<file path="src/rtl/core/cbq_pkg.sv">
// Shared types, coefficient ROM and fixed-point helpers for the cascaded
// biquad low-pass filter. No dependencies.
package cbq_pkg;

  localparam int unsigned CBQ_SECTIONS = 5;
  localparam int unsigned ROM_SECTIONS = 5;

  // rate_select codes
  localparam logic [1:0] RATE_32K  = 2'd0;
  localparam logic [1:0] RATE_44K1 = 2'd1;
  localparam logic [1:0] RATE_48K  = 2'd2;
  localparam logic [1:0] RATE_RSVD = 2'd3;

  typedef logic signed [63:0] sig_t;
  typedef logic signed [32:0] coef_t;

  typedef enum logic [1:0] {
    PH_MUL_LO,
    PH_MUL_HI,
    PH_ROUND,
    PH_ACC
  } ph_e;

  typedef struct packed {
    logic valid;
    logic clip;
    sig_t data;
  } cbq_link_t;

  typedef struct packed {
    sig_t value;
    logic clip;
  } sat_res_t;

  localparam longint P5_16   = 64'sd152587890625;
  localparam longint P5_16X2 = 2 * P5_16;

  // round(n * 1e-16 * 2^30), ties away from zero; elaboration only
  function automatic longint q30(longint n);
    return (n / P5_16) * 64'sd16384 + ((n % P5_16) * 64'sd32768 + P5_16) / P5_16X2;
  endfunction

  localparam coef_t CB1_0 = coef_t'(q30(64'sd10348719804883380));
  localparam coef_t CB2_1 = coef_t'(q30(64'sd10536273508975760));
  localparam coef_t CB1_1 = coef_t'(q30(64'sd20524248075015460));
  localparam coef_t CB2_2 = coef_t'(q30(64'sd10114023368782820));
  localparam coef_t CB1_2 = coef_t'(q30(64'sd20102338577982410));
  localparam coef_t CB2_3 = coef_t'(q30(64'sd9662620695152961));
  localparam coef_t CB1_3 = coef_t'(q30(64'sd19651321404176480));
  localparam coef_t CB2_4 = coef_t'(q30(64'sd9384420320790645));
  localparam coef_t CB1_4 = coef_t'(q30(64'sd19373372137942340));

  // [set][section][a2, a1, b2, b1]
  localparam coef_t COEF_ROM [3][ROM_SECTIONS][4] = '{
    '{
      '{coef_t'(0), coef_t'(q30(64'sd9062755965210486)), coef_t'(0), CB1_0},
      '{coef_t'(-q30(64'sd8313685839740158)), coef_t'(q30(64'sd18225508469432870)),
        CB2_1, CB1_1},
      '{coef_t'(-q30(64'sd8603595383531635)), coef_t'(q30(64'sd18514080256599170)),
        CB2_2, CB1_2},
      '{coef_t'(-q30(64'sd9065403310196870)), coef_t'(q30(64'sd18973593583168670)),
        CB2_3, CB1_3},
      '{coef_t'(-q30(64'sd9665289468865543)), coef_t'(q30(64'sd19570591824400840)),
        CB2_4, CB1_4}
    },
    '{
      '{coef_t'(0), coef_t'(q30(64'sd9301128211196789)), coef_t'(0), CB1_0},
      '{coef_t'(-q30(64'sd8751312607060559)), coef_t'(q30(64'sd18703667007270620)),
        CB2_1, CB1_1},
      '{coef_t'(-q30(64'sd8974480527082694)), coef_t'(q30(64'sd18927183043607340)),
        CB2_2, CB1_2},
      '{coef_t'(-q30(64'sd9309107246832005)), coef_t'(q30(64'sd19260127300018110)),
        CB2_3, CB1_3},
      '{coef_t'(-q30(64'sd9755699206694750)), coef_t'(q30(64'sd19705538220590740)),
        CB2_4, CB1_4}
    },
    '{
      '{coef_t'(0), coef_t'(q30(64'sd9338952139211192)), coef_t'(0), CB1_0},
      '{coef_t'(-q30(64'sd8851313402201296)), coef_t'(q30(64'sd18810329661504470)),
        CB2_1, CB1_1},
      '{coef_t'(-q30(64'sd9073018742276428)), coef_t'(q30(64'sd19034484125754580)),
        CB2_2, CB1_2},
      '{coef_t'(-q30(64'sd9356046394317145)), coef_t'(q30(64'sd19314553425049130)),
        CB2_3, CB1_3},
      '{coef_t'(-q30(64'sd9775108620840036)), coef_t'(q30(64'sd19732630486666020)),
        CB2_4, CB1_4}
    }
  };

  // gain mantissas, scale 2^-54
  localparam logic [14:0] GAIN_ROM [3] = '{15'd22630, 15'd1359, 15'd645};

  // unused code falls back to the 48 kHz set
  function automatic logic [1:0] set_idx(logic [1:0] rate);
    return (rate == RATE_32K || rate == RATE_44K1) ? rate : RATE_48K;
  endfunction

  function automatic logic [63:0] mag64(sig_t v);
    return v[63] ? 64'(64'd0 - $unsigned(v)) : $unsigned(v);
  endfunction

  // combine the two 32-bit partial products, round at 2^sh, saturate to 64 bits
  function automatic sat_res_t rnd_sat(logic [63:0] plo, logic [63:0] phi, logic neg,
                                       int unsigned sh);
    logic [96:0] p;
    logic [96:0] r;
    logic [96:0] m;
    logic        over;
    logic [63:0] mag;
    sat_res_t    res;
    p    = {33'd0, plo} + {1'b0, phi, 32'd0};
    r    = p + (97'd1 << (sh - 1));
    m    = r >> sh;
    over = |m[96:64];
    mag  = m[63:0];
    if (neg) begin
      if (over || mag > 64'h8000_0000_0000_0000) begin
        res = '{value: {1'b1, 63'd0}, clip: 1'b1};
      end else begin
        res = '{value: sig_t'(64'd0 - mag), clip: 1'b0};
      end
    end else begin
      if (over || mag[63]) begin
        res = '{value: {1'b0, {63{1'b1}}}, clip: 1'b1};
      end else begin
        res = '{value: sig_t'(mag), clip: 1'b0};
      end
    end
    return res;
  endfunction

  function automatic sat_res_t sat_add(sig_t a, sig_t b);
    logic signed [64:0] s;
    sat_res_t           res;
    s = {a[63], a} + {b[63], b};
    if (s[64] != s[63]) begin
      res = '{value: s[64] ? {1'b1, 63'd0} : {1'b0, {63{1'b1}}}, clip: 1'b1};
    end else begin
      res = '{value: s[63:0], clip: 1'b0};
    end
    return res;
  endfunction

endpackage

</file>
<file path="src/rtl/core/cbq_gain.sv">
// Output gain stage: multiplies the last section's output by the gain
// mantissa, rounds at 2^56 and clamps to 16 bits. Uses cbq_pkg.
module cbq_gain (
  input  logic               clk_i,
  input  logic               rst_ni,
  input  logic [1:0]         rate_select_i,
  input  cbq_pkg::cbq_link_t link_i,
  output logic               valid_o,
  output logic signed [15:0] sample_o,
  output logic               clip_o
);
  import cbq_pkg::*;

  ph_e                ph_q, ph_d;
  logic               busy_q;
  logic               valid_q;
  sig_t               x_q;
  logic               clip_q;
  logic [63:0]        plo_q, phi_q;
  sat_res_t           g_q;
  logic signed [15:0] sample_q;
  logic               oclip_q;

  logic [63:0] u;
  logic [31:0] cm;
  sat_res_t    rs;
  logic        hi, lo;

  assign u  = mag64(x_q);
  assign cm = 32'(GAIN_ROM[set_idx(rate_select_i)]);
  assign rs = rnd_sat(plo_q, phi_q, x_q[63], 56);
  assign hi = g_q.value > 64'sd32767;
  assign lo = g_q.value < -64'sd32768;

  always_comb begin
    case (ph_q)
      PH_MUL_LO: ph_d = busy_q ? PH_MUL_HI : PH_MUL_LO;
      PH_MUL_HI: ph_d = PH_ROUND;
      PH_ROUND:  ph_d = PH_ACC;
      PH_ACC:    ph_d = PH_MUL_LO;
      default:   ph_d = PH_MUL_LO;
    endcase
  end

  always_ff @(posedge clk_i or negedge rst_ni) begin
    if (!rst_ni) begin
      ph_q    <= PH_MUL_LO;
      busy_q  <= 1'b0;
      valid_q <= 1'b0;
    end else begin
      ph_q    <= ph_d;
      valid_q <= 1'b0;
      if (!busy_q) begin
        busy_q <= link_i.valid;
      end else if (ph_q == PH_ACC) begin
        busy_q  <= 1'b0;
        valid_q <= 1'b1;
      end
    end
  end

  always_ff @(posedge clk_i) begin
    if (!busy_q) begin
      if (link_i.valid) begin
        x_q    <= link_i.data;
        clip_q <= link_i.clip;
      end
    end else begin
      case (ph_q)
        PH_MUL_LO: plo_q <= 64'(u[31:0]) * 64'(cm);
        PH_MUL_HI: phi_q <= 64'(u[63:32]) * 64'(cm);
        PH_ROUND:  g_q   <= rs;
        PH_ACC: begin
          sample_q <= hi ? 16'sh7fff : (lo ? 16'sh8000 : g_q.value[15:0]);
          oclip_q  <= clip_q | g_q.clip | hi | lo;
        end
        default: ;
      endcase
    end
  end

  assign valid_o  = valid_q;
  assign sample_o = sample_q;
  assign clip_o   = oclip_q;

endmodule

</file>
<file path="config.mk">
export PLATFORM = sky130hd
export DESIGN_NAME = cbq_gain
export DESIGN_NICKNAME = d
export VERILOG_FILES = /design/src/rtl/core/cbq_pkg.sv /design/src/rtl/core/cbq_gain.sv
export SDC_FILE = /design/constraint.sdc
export NUM_CORES = 2
export LEC_CHECK = 0
export ABC_AREA = 1
export BUFFER_PORTS_ARGS = -buffer_cell sky130_fd_sc_hd__buf_2
export CORE_MARGIN = 2
export CORE_UTILIZATION = 50
export CTS_CLUSTER_DIAMETER = 50
export DETAILED_ROUTE_END_ITERATION = 16
export PLACE_DENSITY = 0.77
export SETUP_SLACK_MARGIN = 0.05
export SYNTH_ARGS = -nofsm -noshare
export SYNTH_HDL_FRONTEND = slang
export SYNTH_SLANG_ARGS = --single-unit
</file>
<file path="constraint.sdc">
create_clock -name clk_i -period 8.5 [get_ports clk_i]
set_clock_uncertainty 0.15 [all_clocks]
set_input_delay 1.275 -clock clk_i [delete_from_list [all_inputs] [get_ports clk_i]]
set_output_delay 1.275 -clock clk_i [all_outputs]
set_load 0.03 [all_outputs]
</file>
Yosys cells after proc, flatten, opt, wreduce, memory -nomap -nowiden
Cells that the tools add are included.
- flip-flop bits (word level): 279
- input port bits: 70
- output and inout port bits: 18
- word-level logic and storage cells: 56
- $add $sub $neg: 4
- multipliers: 2
- $lt $le $gt $ge: 4
- equality and inequality tests: 4
- multiplexer cells: 14
- bitwise operators: 6
- reduce and logical (&&, ||, !) cells: 9
- operators by type and width (cell ; count):
    adder 64 x 96 -> 97 bit ; 1
    adder 97 x 56 -> 97 bit, second input constant ; 1
    multiplier 32 x 15 -> 47 bit ; 2
    two-way mux 65 bit ; 1
    greater-than comparator 41 x 64 -> 1 bit, second input constant ; 1
    greater-than comparator 64 x 16 -> 1 bit, second input constant ; 1
    < comparator 64 x 16 -> 1 bit, second input constant ; 1
    two-way mux 64 bit ; 1
    subtractor 1 x 64 -> 64 bit, first input constant ; 1
    two-way mux 42 bit ; 1
    subtractor 1 x 41 -> 42 bit, first input constant ; 1
    binary-select mux 15 bit (select 2 bit) ; 1
    two-way mux 15 bit ; 2
    two-way mux 16 bit ; 1
    AND reduction 2 bit ; 5
    one-hot mux 2 bit (4 select lines) ; 1
    two-way mux 1 bit ; 5
    == test 2 x 1 -> 1 bit, second input constant ; 2
    == test 2 bit, second input constant ; 2
    logical NOT 2 bit ; 2
    greater-or-equal comparator 3 bit, second input constant ; 1
    NOT 2 -> 3 bit ; 1
    OR 1 bit ; 3
    two-way mux 2 bit ; 1
    other kinds (3) ; 4

Logic depth before layout (Yosys ltp)
- word-level depth: 8
- mapped depth: 39
- mapped depth without buffers: 39

Worst setup path after synthesis
OpenSTA, ideal clock, no wires.
- kind: in2reg
- from: input rate_select_i[1]
- to: register phi_q[31], data pin
- library setup time: 260 ps
- arrival: 7307 ps
- data required time: 8090 ps
- slack: 784 ps
- stages: 28
- path buffers: 3
- path through: buf_2 > nor2_1 > clkinv_1 > clkbuf_1 > clkbuf_1 > nor2_1 > ha_1 > a21o_1 > inv_1 > fa_1 > inv_1 > fa_1 > fa_1 > fa_1 > inv_1 > fa_1 > inv_1 > ha_1 > a21oi_1 > inv_1 > a31oi_1 > o21ai_0 > or2_2 > a21oi_1 > o21ai_0 > nand2_1 > nand2_1 > xor2_1
- word-level cells in the longest chain between the ends: 8
- elaborated cells between the ends (all ways): 9
- those cells by class: 1 x mul; 1 x eq/ne; 4 x mux; 1 x bitwise; 2 x reduce/logical
- RTL lines (what ; line ; source):
    from (decl) ; cbq_gain.sv:6 ; input logic [1:0] rate_select_i,
    == test 2 x 1 -> 1 bit or logical NOT 2 bit (tied branches) ; cbq_pkg.sv:95 ; return (rate == RATE_32K || rate == RATE_44K1) ? rate : RATE_48K;
    logical OR 1 bit ; cbq_pkg.sv:95 ;
    two-way mux 2 bit * ; cbq_pkg.sv:95 ;
    NOT 2 -> 3 bit (implied by the code) * ; cbq_gain.sv:30 ; assign cm = 32'(GAIN_ROM[set_idx(rate_select_i)]);
    binary-select mux 15 bit (select 2 bit) * ; cbq_gain.sv:30 ;
    two-way mux 15 bit (implied by the code) * (2 in a row) ; cbq_gain.sv:30 ;
    multiplier 32 x 15 -> 47 bit * ; cbq_gain.sv:71 ; PH_MUL_HI: phi_q <= 64'(u[63:32]) * 64'(cm);
    to (signal assigned) ; cbq_gain.sv:71 ;
    to (decl) ; cbq_gain.sv:19 ; logic [63:0] plo_q, phi_q;
Mark *: on every way between the ends. The rest lies on a longest branch, timed or not. The select of a mux whose other input is x is not followed.
A chain may end at the register's enable or synchronous reset.

Worst setup path after layout
- from: register x_q[0]
- to: register phi_q[45], data pin
- word-level cells in the longest chain between the ends: 3
- RTL lines (what ; line ; source):
    from (decl) ; cbq_gain.sv:17 ; sig_t x_q;
    from (signal assigned) ; cbq_gain.sv:65 ; x_q <= link_i.data;
    subtractor 1 x 64 -> 64 bit ; cbq_pkg.sv:99 ; return v[63] ? 64'(64'd0 - $unsigned(v)) : $unsigned(v);
    two-way mux 64 bit ; cbq_pkg.sv:99 ;
    multiplier 32 x 15 -> 47 bit ; cbq_gain.sv:71 ;
Every way passes these cells.

==> run_results.csv <==
group,metric,value,unit
die,start_util,0.506,
placed_design,gp_routability_congestion,0.977,
detailed_routing,ant_nets,0,
detailed_routing,routed_wl,94500,um
timing,rsz0062_at_grt,"yes",
timing,post-route-period-util,0.956,
die,die_x,279,um
clock_tree,root_buffer,"clkbuf_16",
clock_tree,cts_buffers,17,
grt,antenna_found_initial,0,
synth,synth_xor_area_frac,0.0283,
timing,relSlewSlack,0.330,
placed_design,port_buffers,87,
synth,synth-main-ff-cell,"edfxtp_1",
synth,yosys-mux-area-fraction,0,
synth,yosysMostFrequentCell,"inv_1",
worst_setup_path,arrival,8220,ps
grt,overflow,0,
synth,synth_top_area_share,0.330,
timing,setup_viol,0,
synth,ys_types,61,
timing,worstMarginPinSlew,994,ps
detailed_routing,vias,29300,
synth,synthTopCellsByCount,"1318 x inv_1, 621 x fa_1, 611 x nand2_1",
synth,synth.net_count,5626,
synth,syn_area_per_cell,8.28,um^2
synth,ys_ff_latch,188,
timing,period_needed,8130,ps
clock_tree,cts_tree,"yes",
synth,synth-compound-area-share,0.0552,
worst_setup_path,crit_slowest_cell,"fa_1",
detailed_routing,drt_iter0_markers,2387,
die,core.rowCount,100,
grt,grt_pass1_wl,155000,um
synth,synth_top_family_by_area,"adder cells",
finish,n_fill_cell,6869,
worst_setup_path,cp-end-kind,"flip-flop",
worst_hold_path,hp-class,"reg2reg",
synth,syn_area,37700,um^2
synth,synthCells,4557,
placed_design,hpwl,82700,um
finish,diodes,0,
flow_run,maxCapViolations,0,
synth,synth_warnings,0,
die,ios,88,
grt,grt_pass1_vias,29900,
die,fp.dieH,279,um
placed_design,post-place-ws,192,ps
clock_tree,clock_path_buffers,2,
synth,synth.area.top_cells,"fa_1 33%, edfxtp_1 15%, inv_1 13%",
finish,fin_nets,5737,
status,status,"completed",
clock_tree,htreeDepth,4,
detailed_routing,drc,0,
synth,synth-edff-count,184,
finish,drive_above_1_share,0.0812,
die,core_area,74600,um^2
grt,grt_max_degree,68,
synth,synth_fa_ha_area_frac,0.455,
timing,final-hold-violation-count,0,
worst_setup_path,path_common_cell,"inv_1",
timing,fmax,123,MHz
detailed_routing,wl_per_cell,16.7,um
detailed_routing,dr.pass1.iters,6,
synth,async_reset_ff_frac,0.0213,
synth,synth.largest_area_cell,"fa_1",
synth,yosysSeqAreaShare,0.149,
die,fp.dieArea,77600,um^2
finish,syn2layout_area_growth,7.30,%
worst_setup_path,cp-start-kind,"flip-flop",
detailed_routing,viasPerCell,5.19,
clock_tree,insertion_delay,510,ps
worst_setup_path,critPathKind,"reg2reg",
timing,layout_setup_ws,371,ps
clock_tree,cts.sinks,188,
clock_tree,clk_pin_slew,90,ps
worst_setup_path,critical_path_required,8590,ps
timing,slew_viol_final,0,
synth,synthSimpleGateAreaFrac,0.172,
worst_setup_path,cp_max_fo,6,
worst_setup_path,cp_slowest_stage_delay,570,ps
grt,grtUsageTotal,0.253,
routing by layer:
layer  share of wire  wire (um)  global-route usage
met1            0.45      42100               0.358
met2            0.43      40300               0.379
met4           0.030       2860              0.0778
met5               0          0                   0
met3           0.098       9240              0.0713
cell families after synthesis:
| logic type | after synthesis |
|---|---|
| AO/OA/AOI/OAI | 366 |
| other | 1 |
| AND/OR/NAND/NOR | 1484 |
| flip-flops | 188 |
| buffers and inverters | 1403 |
| XOR/XNOR | 116 |
| adder cells (fa/ha/maj) | 999 |
state kept, by name (all words and copies together) (netlist names), 2 cells and up:
name / cells
phi_q: 47
plo_q: 15
g_q: 40
x_q: 64
sample_o: 16
ph_q: 2
worst max-delay path, delay by kind of cell (launching register included):
family | cells | cell delay, ps
adder cells (fa/ha/maj) | 8 | 3600
flip-flops | 1 | 480
XOR/XNOR | 2 | 330
AO/OA/AOI/OAI | 4 | 690
AND/OR/NAND/NOR | 12 | 1570
buffers and inverters | 11 | 1030
cells in the final DEF (no fill, tap or decap), types with 32 or more instances in the layout:
master,synthesis,routed
xor2_1,83,79
ha_1,378,373
buf_4,0,55
nand2_1,611,610
buf_2,6,87
nand3_1,131,131
edfxtp_1,184,184
inv_1,1318,1314
nand4_1,45,45
o21ai_0,109,104
a21oi_1,148,140
inv_2,29,32
nor3_1,38,36
fa_1,621,621
nor2_2,27,36
nor2_1,507,496
layout make-up:
cell class                      count  area, um^2  area share
Clock inverter                     15         220     0.00544
Multi-Input combinational cell   2966       27000       0.667
Inverter                         1349        5070       0.125
Tap cell                          969        1210      0.0300
Sequential cell                   188        5630       0.139
Timing Repair Buffer              146         928      0.0229
Clock buffer                       17         425      0.0105
what timing repair did:
item | in CTS | in global routing
endpoints found under the setup margin | 0 | 31
setup buffers | 0 | 13
resized for setup | 0 | 50
hold buffers | 0 | 0
hold endpoints to repair | 0 | 0
worst paths after layout:
check,from,to,slack [ps],cells after the start
setup / recovery,x_q[0],phi_q[45],370,37
hold / removal,g_q[62],sample_o[15],300,0
setup reg to reg,x_q[0],phi_q[45],370,37
hold reg to reg,g_q[62],sample_o[15],300,0
max in group asynchronous,rst_ni,busy_q,7650,1
min in group asynchronous,rst_ni,ph_q[0],430,1
through the flow:
stage / hold slack, ps / TNS (ps) / utilization / area [um^2] / std cells
2_1_floorplan: 337 / 0 / - / 37700 / 4557
6_report: 301 / 0 / 0.543 / 40500 / 5650
3_5_place_dp: 284 / 0 / 0.530 / 39600 / 5605
5_1_grt: 340 / -43.1 / 0.543 / 40500 / 5650
4_1_cts: 303 / 0 / 0.539 / 40200 / 5637
3_3_place_gp: 285 / 0 / 0.530 / 39600 / 5605
Power is not shown: default switching activity piles up to over one toggle a cycle in this logic, so the estimate is an artifact.
